## config.mk

```make
export PLATFORM = sky130hd
export DESIGN_NAME = tpi_lerp
export DESIGN_NICKNAME = d
export VERILOG_FILES = /design/src/tpi_pkg.sv /design/src/tpi_lerp.sv
export SDC_FILE = /design/constraint.sdc
export NUM_CORES = 2
export LEC_CHECK = 0
export BUFFER_PORTS_ARGS = -buffer_cell sky130_fd_sc_hd__buf_2
export CAP_MARGIN = 20
export CORE_MARGIN = 3
export CORE_UTILIZATION = 55
export DETAILED_ROUTE_END_ITERATION = 10
export PLACE_DENSITY = 0.9
export SLEW_MARGIN = 25
export SYNTH_ARGS = -nofsm -noshare
export SYNTH_HDL_FRONTEND = slang
export SYNTH_SLANG_ARGS = --single-unit
```

## constraint.sdc

```tcl
create_clock -name clk -period 13.2 [get_ports clk]
set_input_delay 0.66 -clock clk [delete_from_list [all_inputs] [get_ports clk]]
set_output_delay 0.66 -clock clk [all_outputs]
set_load 0.1 [all_outputs]
```

## src/tpi_pkg.sv

```systemverilog
package tpi_pkg;

  localparam int unsigned STAMP_W = 63;
  localparam int unsigned POS_W   = 32;
  localparam int unsigned HEAD_W  = 16;
  localparam int unsigned GAP_W   = 32;
  localparam logic [GAP_W-1:0] GAP_RESET = 32'd100000000;

  typedef enum logic [1:0] {
    OP_ADD    = 2'd0,
    OP_LOOKUP = 2'd1,
    OP_CLEAR  = 2'd2,
    OP_NONE   = 2'd3
  } op_t;

  typedef enum logic [1:0] {
    ST_OK   = 2'd0,
    ST_NONE = 2'd1,
    ST_FULL = 2'd2
  } status_t;

  typedef struct packed {
    logic [1:0]                op;
    logic [STAMP_W-1:0]        stamp;
    logic signed [POS_W-1:0]   pos_x;
    logic signed [POS_W-1:0]   pos_y;
    logic signed [HEAD_W-1:0]  heading;
  } req_t;

  typedef struct packed {
    logic [1:0]                status;
    logic signed [POS_W-1:0]   res_x;
    logic signed [POS_W-1:0]   res_y;
    logic signed [HEAD_W-1:0]  res_heading;
  } rsp_t;

  // One stored sample
  typedef struct packed {
    logic [STAMP_W-1:0]        stamp;
    logic signed [POS_W-1:0]   x;
    logic signed [POS_W-1:0]   y;
    logic signed [HEAD_W-1:0]  heading;
  } sample_t;

  // Commands from the controller to every cell
  typedef struct packed {
    logic   insert;    // insert new sample in this cycle
    logic   scan;      // shift the table by one toward the head (rotate)
    logic   clear;
    sample_t smp;
  } cell_cmd_t;

  typedef enum logic [3:0] {
    S_IDLE,
    S_SCAN,
    S_EVAL,
    S_DIV,
    S_MUL,
    S_DONE
  } state_t;

endpackage

```

## src/tpi_lerp.sv

```systemverilog
// Serial alpha divider followed by a shared multiplier that forms
// lo + trunc(delta * alpha / 2^ALPHA_BITS) for x, y and yaw in turn.
module tpi_lerp #(
  parameter int unsigned ALPHA_BITS = 16
) (
  input  logic                          clk,
  input  logic                          rst,
  input  logic                          start,
  input  logic [tpi_pkg::STAMP_W-1:0]   num,
  input  logic [tpi_pkg::STAMP_W-1:0]   span,
  input  tpi_pkg::sample_t              lo,
  input  tpi_pkg::sample_t              hi,
  output logic                          done,
  output logic signed [tpi_pkg::POS_W-1:0]  out_x,
  output logic signed [tpi_pkg::POS_W-1:0]  out_y,
  output logic signed [tpi_pkg::HEAD_W-1:0] out_heading
);

  localparam int unsigned SW  = tpi_pkg::STAMP_W;
  localparam int unsigned CW  = $clog2(ALPHA_BITS + 1);
  localparam int unsigned DW  = tpi_pkg::POS_W + 1;
  localparam int unsigned PW  = DW + ALPHA_BITS;

  logic [SW:0]           rem;
  logic [SW:0]           rem_sh;
  logic [ALPHA_BITS-1:0] alpha;
  logic [CW-1:0]         cnt;
  logic                  dividing;
  logic [1:0]            lane;
  logic                  multiplying;

  logic signed [DW-1:0]  d_x, d_y, d_h, d_sel, lo_sel;
  logic [DW-1:0]         mag;
  logic [PW-1:0]         prod;
  logic [DW-1:0]         part;
  logic signed [DW-1:0]  res;

  assign rem_sh = {rem[SW-1:0], 1'b0};

  // restoring divider, one quotient bit a cycle
  always_ff @(posedge clk) begin
    if (rst) begin
      dividing    <= 1'b0;
      multiplying <= 1'b0;
      done        <= 1'b0;
      cnt         <= '0;
      lane        <= '0;
    end else begin
      done <= multiplying && (lane == 2'd2);
      if (start) begin
        dividing <= 1'b1;
        cnt      <= '0;
      end else if (dividing) begin
        cnt <= cnt + 1'b1;
        if (cnt == CW'(ALPHA_BITS - 1)) begin
          dividing    <= 1'b0;
          multiplying <= 1'b1;
          lane        <= '0;
        end
      end else if (multiplying) begin
        lane <= lane + 1'b1;
        if (lane == 2'd2) begin
          multiplying <= 1'b0;
        end
      end
    end
  end

  always_ff @(posedge clk) begin
    if (start) begin
      rem   <= {1'b0, num};
      alpha <= '0;
    end else if (dividing) begin
      if (rem_sh >= {1'b0, span}) begin
        rem <= rem_sh - {1'b0, span};
        alpha <= {alpha[ALPHA_BITS-2:0], 1'b1};
      end else begin
        rem <= rem_sh;
        alpha <= {alpha[ALPHA_BITS-2:0], 1'b0};
      end
    end
  end

  // deltas
  assign d_x = DW'(hi.x) - DW'(lo.x);
  assign d_y = DW'(hi.y) - DW'(lo.y);
  assign d_h = DW'(signed'(tpi_pkg::HEAD_W'(hi.heading - lo.heading)));

  always_comb begin
    unique case (lane)
      2'd0:    begin d_sel = d_x; lo_sel = DW'(lo.x); end
      2'd1:    begin d_sel = d_y; lo_sel = DW'(lo.y); end
      default: begin d_sel = d_h; lo_sel = DW'(lo.heading); end
    endcase
    mag  = d_sel[DW-1] ? DW'(-d_sel) : DW'(d_sel);
    prod = PW'(mag) * PW'(alpha);
    part = prod[PW-1:ALPHA_BITS];
    res  = d_sel[DW-1] ? lo_sel - signed'(part) : lo_sel + signed'(part);
  end

  always_ff @(posedge clk) begin
    if (multiplying) begin
      unique case (lane)
        2'd0:    out_x <= res[tpi_pkg::POS_W-1:0];
        2'd1:    out_y <= res[tpi_pkg::POS_W-1:0];
        default: out_heading <= res[tpi_pkg::HEAD_W-1:0];
      endcase
    end
  end

endmodule

```

### Word level (Yosys, flattened, before mapping)

Index checks and enable logic that the tools add are counted.

* bits of input ports: 415
* flip-flop bits (word level): 169
* output and inout port bits: 81
* logic and storage cells: 56

* multiplexer cells: 18
* $add $sub $neg: 9
* reduce and logical (&&, ||, !) cells: 11
* magnitude comparators: 1
* bitwise logic cells: 2
* eq/ne operators: 4
* $mul: 1

Operators with widths (number)
* two-way mux 63 bit: 3
* case mux 33 bit (2 select lines): 1
* subtractor 32 x 32 -> 33 bit: 2
* greater-or-equal comparator 64 x 63 -> 1 bit: 1
* case mux 32 bit (2 select lines): 1
* subtractor 63 bit: 1
* multiplier 33 x 16 -> 48 bit: 1
* two-way mux 33 bit: 1
* negator 33 bit: 1
* adder 32 bit: 1
* two-way mux 32 bit: 1
* subtractor 32 bit: 1
* subtractor 16 bit: 1
* two-way mux 1 bit: 8
* AND reduction 2 bit: 4
* two-way mux 2 bit: 3
* adder 5 x 1 -> 5 bit, second input constant: 1
* == test 5 x 4 -> 1 bit, second input constant: 1
* nonzero test 2 bit: 2
* OR reduction 2 bit: 2
* AND reduction 3 bit: 1
* adder 2 x 1 -> 2 bit, second input constant: 1
* == test 2 x 1 -> 1 bit, second input constant: 1
* == test 2 bit, second input constant: 1
* 4 further kinds: 5

### Depth between registers and ports, before layout

* depth in word-level cells: 7
* depth in mapped cells: 57
* depth with buffers taken out: 56

### Worst setup path before layout

OpenSTA, ideal clock, no wires.

* kind: input port to flip-flop
* from: input lo[74] in the netlist's numbering
* to: register out_x[31] in the netlist's numbering, data pin
* arrival: 12.452 ns
* path slack: 0.475 ns
* buffers on the path: 3
* setup time: 0.273 ns
* stages: 53
* cells stage by stage: inv_1 ha_1 buf_2 nand4_2 nor3_1 a21oi_1 nand3_1 mux2_2 a211o_4 nor2_1 clkbuf_1 a21oi_1 xor2_1 clkbuf_1 nand2_1 fa_1 inv_1 fa_1 [17 not listed] nor2b_1 nand4b_1 o21ai_0 xor2_1 ha_1 o21ai_0 a21oi_1 and2_1 o221ai_1 a211oi_1 a311oi_1 nand3b_1 a21oi_1 a2111oi_0 o21bai_1 a21oi_1 xor2_1 xnor2_1

* word-level cells in the longest chain between the ends: 7
* elaborated cells between the ends (all ways): 9

RTL lines
* start, declared: RTL line tpi_lerp.sv:11 `input tpi_pkg::sample_t lo,`
* subtractor 32 x 32 -> 33 bit: RTL line tpi_lerp.sv:85 `assign d_x = DW'(hi.x) - DW'(lo.x);`
* case mux 33 bit (2 select lines): RTL line tpi_lerp.sv:90 `unique case (lane)`
* negator 33 bit: RTL line tpi_lerp.sv:95 `mag = d_sel[DW-1] ? DW'(-d_sel) : DW'(d_sel);`
* two-way mux 33 bit: RTL line tpi_lerp.sv:95
* multiplier 33 x 16 -> 48 bit: RTL line tpi_lerp.sv:96 `prod = PW'(mag) * PW'(alpha);`
* adder 32 bit / subtractor 32 bit (equally long branches): RTL line tpi_lerp.sv:98 `res = d_sel[DW-1] ? lo_sel - signed'(part) : lo_sel + signed'(part);`
* two-way mux 32 bit (*): RTL line tpi_lerp.sv:98
* via res[31]: RTL line tpi_lerp.sv:36 `logic signed [DW-1:0] res;`
* end signal, assigned: RTL line tpi_lerp.sv:104 `2'd0: out_x <= res[tpi_pkg::POS_W-1:0];`
* end, declared: RTL line tpi_lerp.sv:14 `output logic signed [tpi_pkg::POS_W-1:0] out_x,`

The timed path passes the listed nets; every way through them passes the cells marked *.
A chain may end at the register's enable or synchronous reset.

### Worst setup path after layout

* from: input lo[50] in the netlist's numbering
* to: register out_y[31] in the netlist's numbering, data pin

* word-level cells in the longest chain between the ends: 7
* elaborated cells between the ends (all ways): 9

RTL lines
* subtractor 32 x 32 -> 33 bit: RTL line tpi_lerp.sv:85
* case mux 33 bit (2 select lines): RTL line tpi_lerp.sv:90
* negator 33 bit: RTL line tpi_lerp.sv:95
* two-way mux 33 bit: RTL line tpi_lerp.sv:95
* multiplier 33 x 16 -> 48 bit: RTL line tpi_lerp.sv:96
* adder 32 bit / subtractor 32 bit (equally long branches): RTL line tpi_lerp.sv:98
* two-way mux 32 bit (*): RTL line tpi_lerp.sv:98
* via res[31]: RTL line tpi_lerp.sv:36
* end signal, assigned: RTL line tpi_lerp.sv:105 `2'd1: out_y <= res[tpi_pkg::POS_W-1:0];`
* end, declared: RTL line tpi_lerp.sv:15 `output logic signed [tpi_pkg::POS_W-1:0] out_y,`

Marked as above.

==> results <==
- The flow ran to the end, and the final reports show no timing, DRC or antenna violations.
- Counting flops and latches in the post-synthesis netlist gives ~170.
- For this run, the leading register cell type out of synthesis is sky130_fd_sc_hd__edfxtp_1.
- The maximum level of the CTS H-tree is 4.
- The largest net degree at the start of global routing is 84.
- The total of warnings raised by yosys is 0.
- After clock tree synthesis, the clock-pin slew on the worst setup and hold paths is about 80 ps.
- The master of the slowest instance on the critical path is sky130_fd_sc_hd__fa_1.
- The share of the synthesized area in compound gates (AO/OA/AOI/OAI) is about 17%.
- The total of hold buffers inserted after clock tree synthesis is 0.
- The max-slew violation total from the final report came to 0.
- The async set or reset register ratio after synthesis is 0%.
- The area share of and/or/nand/nor cells after synthesis is 18.3%.
- Clock latency on the worst-skew pair, taken at its later pin, is approximately 500 ps.
- The reg-to-reg critical path endpoint is out_y[31]$_DFFE_PP_.
- In this run, synthesis inferred around 140 flip-flops with an integrated enable.
- The count of endpoints failing setup in the final report is 0.
- The transition time at the pin with the least slew margin is slightly below 1000 ps.
- The final antenna-violating net count is 0.
- The count of cells along the worst hold path is 3.
- The clock period could shrink to roughly 13,000 ps.
- In this run the register-to-register setup slack is 410 ps.
- Headroom to the max-slew limit came out at between 30% and 40%.
- At the worst endpoint, the required time is 13,420 ps.
- Derived from the worst setup path, the maximum achievable clock frequency is approximately 77 MHz.
- The startpoint identified for the worst hold timing path is num[19].
- During placement, the flow inserted port buffers numbering ~370.
- The via count normalized by instance count is between 6 and 7.
- TritonCTS built the clock tree.
- The number of remaining DRC errors is 0.
- The maximum buffer depth of the clock tree is 2.
- The reg-to-reg critical path startpoint is lane[0]$_SDFFE_PP0P_.
- The final critical path takes up 98.1% of the cycle.
- The via count of the first global-routing pass is 36.1k.
- Max-cap violations in this run came to 0.
- The total overflow reported by the global router is 0.
- In this run the horizontal extent of the chip is 260 um.
- The final setup skew is approximately 15 ps.
- The power per standard cell area is between 100 and 150 nW/um2.
- The cell that appears most often on the critical path is sky130_fd_sc_hd__buf_4.
- The net count after synthesis is between 5k and 6k.
- After detailed routing, the total wire length is between 100 and 150 mm.
- The core outline area is 63,500 um2.
- Summing the areas of all xor and xnor instances in the mapped netlist gives under 10% of the synthesized area.
- CTS saw between 150 and 200 sinks.
- The cell sitting at the root of the clock tree is a sky130_fd_sc_hd__clkbuf_16.
- The highest fanout seen on the critical path is 5.
- The wire length per cell after detailed routing is 20.6 um.
- The post-synthesis cell count is 4,279.
- The area growth from synthesis to layout is 21.3%.
- Of the post-synthesis cell area, the part taken by muxes is under 10%.
- The die covers a little under 70,000 um2.
- The final net count is 6,170.
- The last weighted congestion value of the routability-driven placer is about 1.0.
- The delay of the slowest cell on the worst path is 540 ps.
- For this block, the initial DRC count from the detailed router was 3,377.
- The kind of capture point of the worst setup path is a flop.
- The first-pass GRT wire length is 189 mm.
- The maximum vdd drop is 106 uV.
- The floorplan step set the die height to around 260 um.
- Yosys mapped the design onto ~110 distinct sky130hd cell types.
- The total count of hold-check failures in the final report was 0.
- The adder-cell share of the synthesized area is 34.9%.
- The analysis attributes to cell leakage a power of between 0.02 and 0.025 uW.
- The half-perimeter wire length after placement is just under 100 mm.
- The worst setup path is of the in -> reg kind.
- The type of the worst min-delay path is in -> reg.
- After layout, the worst setup slack is about 250 ps.
- Prior to clock tree synthesis, the placed netlist has a worst setup slack of -822 ps.
- Once the floorplan was initialized, standard cells occupied 56.1% of the core.
- The number of antenna violations at the first check in global routing was 22.
- The signal arrival time at the worst endpoint is approximately 13,000 ps.
- In this run the count of I/O pins placed on the die edge is roughly 500.
- Setup total negative slack on the finished layout was measured at 0 ps.
- After synthesis the cells add up to between 30,000 and 40,000 um2.
- The dominant combinational cell family by area after synthesis is adder cells.
- The total routing usage reported by global routing is 35.3%.
- The hold slack is ~440 ps.
- The CTS buffer count is 17.
- Counting cells, the worst reg-to-reg path comes to 56.
- The end of the worst hold path is rem[19]$_DFFE_PP_.
- Dividing the synthesized area by the synthesized cell count gives about 8.3 um2.
- The site row count is 92.
- STA classifies the critical path startpoint as an input port.
- For this block, the via count after detailed routing is around 36k.
- The sequential fraction of the synthesis area is 13.5%.
- The first detailed-routing pass took 8 iterations.
- The post-route netlist has about 22% of its cells at a drive strength greater than 1.
-- cell families after synthesis --
family,Yosys count
simple gates,1330
buf+inv,885
xor+xnor,211
flops,169
fa+ha+maj,733
mux,55
compound gates,896
-- how the worst max path moves through the flow --
| stage | cells past startpoint | from | slack [ps] | endpoint |
|---|---|---|---|---|
| floorplan | 53 | lo[74] | 470 | out_x[31]$_DFFE_PP_ |
| global placement | 57 | hi[0] | -640 | out_x[31]$_DFFE_PP_ |
| detailed placement | 57 | hi[0] | -820 | out_x[31]$_DFFE_PP_ |
| CTS | 57 | hi[0] | 10 | out_y[31]$_DFFE_PP_ |
| global route | 59 | lo[50] | -180 | out_y[31]$_DFFE_PP_ |
| finish | 57 | lo[50] | 250 | out_y[31]$_DFFE_PP_ |
-- flip-flops by register name, summed over array words and instances (netlist names) --
signal	count
multiplying	1
out_y	32
dividing	1
rem	63
out_x	32
lane	2
alpha	16
out_heading	16
done	1
cnt	5
-- through the flow --
step / total power (uW) / instance area, um2 / cells / utilization, %
4_1_cts: 4170 / 42600 / 5869 / 67.0
3_5_place_dp: 3600 / 41900 / 5837 / 66.0
5_1_grt: 4610 / 43200 / 5891 / 68.0
3_3_place_gp: 3510 / 41900 / 5837 / 66.0
6_report: 4360 / 43200 / 5898 / 68.0
2_1_floorplan: 2460 / 35600 / 4279 / -
-- where the power goes --
group          switching [uW]  internal [uW]  leakage [uW]  total [uW]
Sequential               38.2            754       0.00156         792
Combinational            1710           1310        0.0198        3020
Clock                     261            287      0.000292         548
Total                    2010           2360        0.0216        4360
-- final cells by class --
class                           instances  area (um2)
Antenna cell                           17        42.5
Clock buffer                           18         429
Clock inverter                         14         183
Fill cell                            4596       20300
Inverter                              696        2610
Multi-Input combinational cell       3225       28000
Sequential cell                       169        4820
Tap cell                              846        1060
Timing Repair Buffer                  913        6040
-- synth_stat cells (26+ instances only) --
master,number,area (um2)
sky130_fd_sc_hd__inv_1,696,2610
sky130_fd_sc_hd__nand2_1,488,1830
sky130_fd_sc_hd__fa_1,435,8710
sky130_fd_sc_hd__ha_1,298,3730
sky130_fd_sc_hd__a21oi_1,270,1350
sky130_fd_sc_hd__nor2_1,231,867
sky130_fd_sc_hd__and2_1,223,1400
sky130_fd_sc_hd__clkbuf_1,168,631
sky130_fd_sc_hd__edfxtp_1,143,4290
sky130_fd_sc_hd__o21ai_0,143,716
sky130_fd_sc_hd__xnor2_1,127,1110
sky130_fd_sc_hd__a21o_1,108,811
sky130_fd_sc_hd__xor2_1,82,718
sky130_fd_sc_hd__nor3_1,67,335
sky130_fd_sc_hd__nand3_1,55,275
sky130_fd_sc_hd__a211oi_1,49,368
sky130_fd_sc_hd__o21a_1,46,345
sky130_fd_sc_hd__nor2b_1,45,282
sky130_fd_sc_hd__and3_1,43,269
sky130_fd_sc_hd__nand2b_1,35,219
sky130_fd_sc_hd__nand4_1,35,219
sky130_fd_sc_hd__o21bai_1,31,233
sky130_fd_sc_hd__a221o_1,30,300
sky130_fd_sc_hd__mux2_2,28,315
sky130_fd_sc_hd__a31oi_1,27,169
sky130_fd_sc_hd__mux2i_1,27,270
sky130_fd_sc_hd__dfxtp_1,26,521
-- worst max-delay path, delay by kind of cell --
kind	cells	cell delay (ps)
AOI/OAI and AO/OA	15	3020
adders and majority gates	10	4170
and+or+nand+nor	14	2610
xor gates and xnor gates	5	930
buffers and inverters	13	1710
-- layout by cell type (no fill, tap or decap), drive strengths merged, types with 47 or more instances in the layout --
master | Yosys | routed
a211oi | 51 | 51
a21o | 108 | 108
a21oi | 273 | 273
and2 | 224 | 224
and3 | 47 | 47
buf | 20 | 913
edfxtp | 143 | 143
fa | 435 | 435
ha | 298 | 298
inv | 696 | 703
nand2 | 489 | 489
nand3 | 55 | 55
nor2 | 231 | 231
nor3 | 69 | 69
o21ai | 153 | 153
xnor2 | 127 | 127
xor2 | 83 | 83
-- routing by layer --
metal	part of all wire, %	wire (um)	global-route usage [%]
met3	10	12700	8.66
met4	6.5	7860	20.1
met1	36	43200	41.1
met2	47	57700	59.4
met5	0.087	106	0
-- repair_timing --
| item | in CTS | in global routing |
|---|---|---|
| setup endpoints to repair | 8 | 20 |
| gates resized for setup | 7 | 117 |
| setup buffers | 0 | 12 |
| cloned | 0 | 0 |
| pin swaps | 5 | 40 |
No activity file was read; power rests on OpenSTA's default activity.
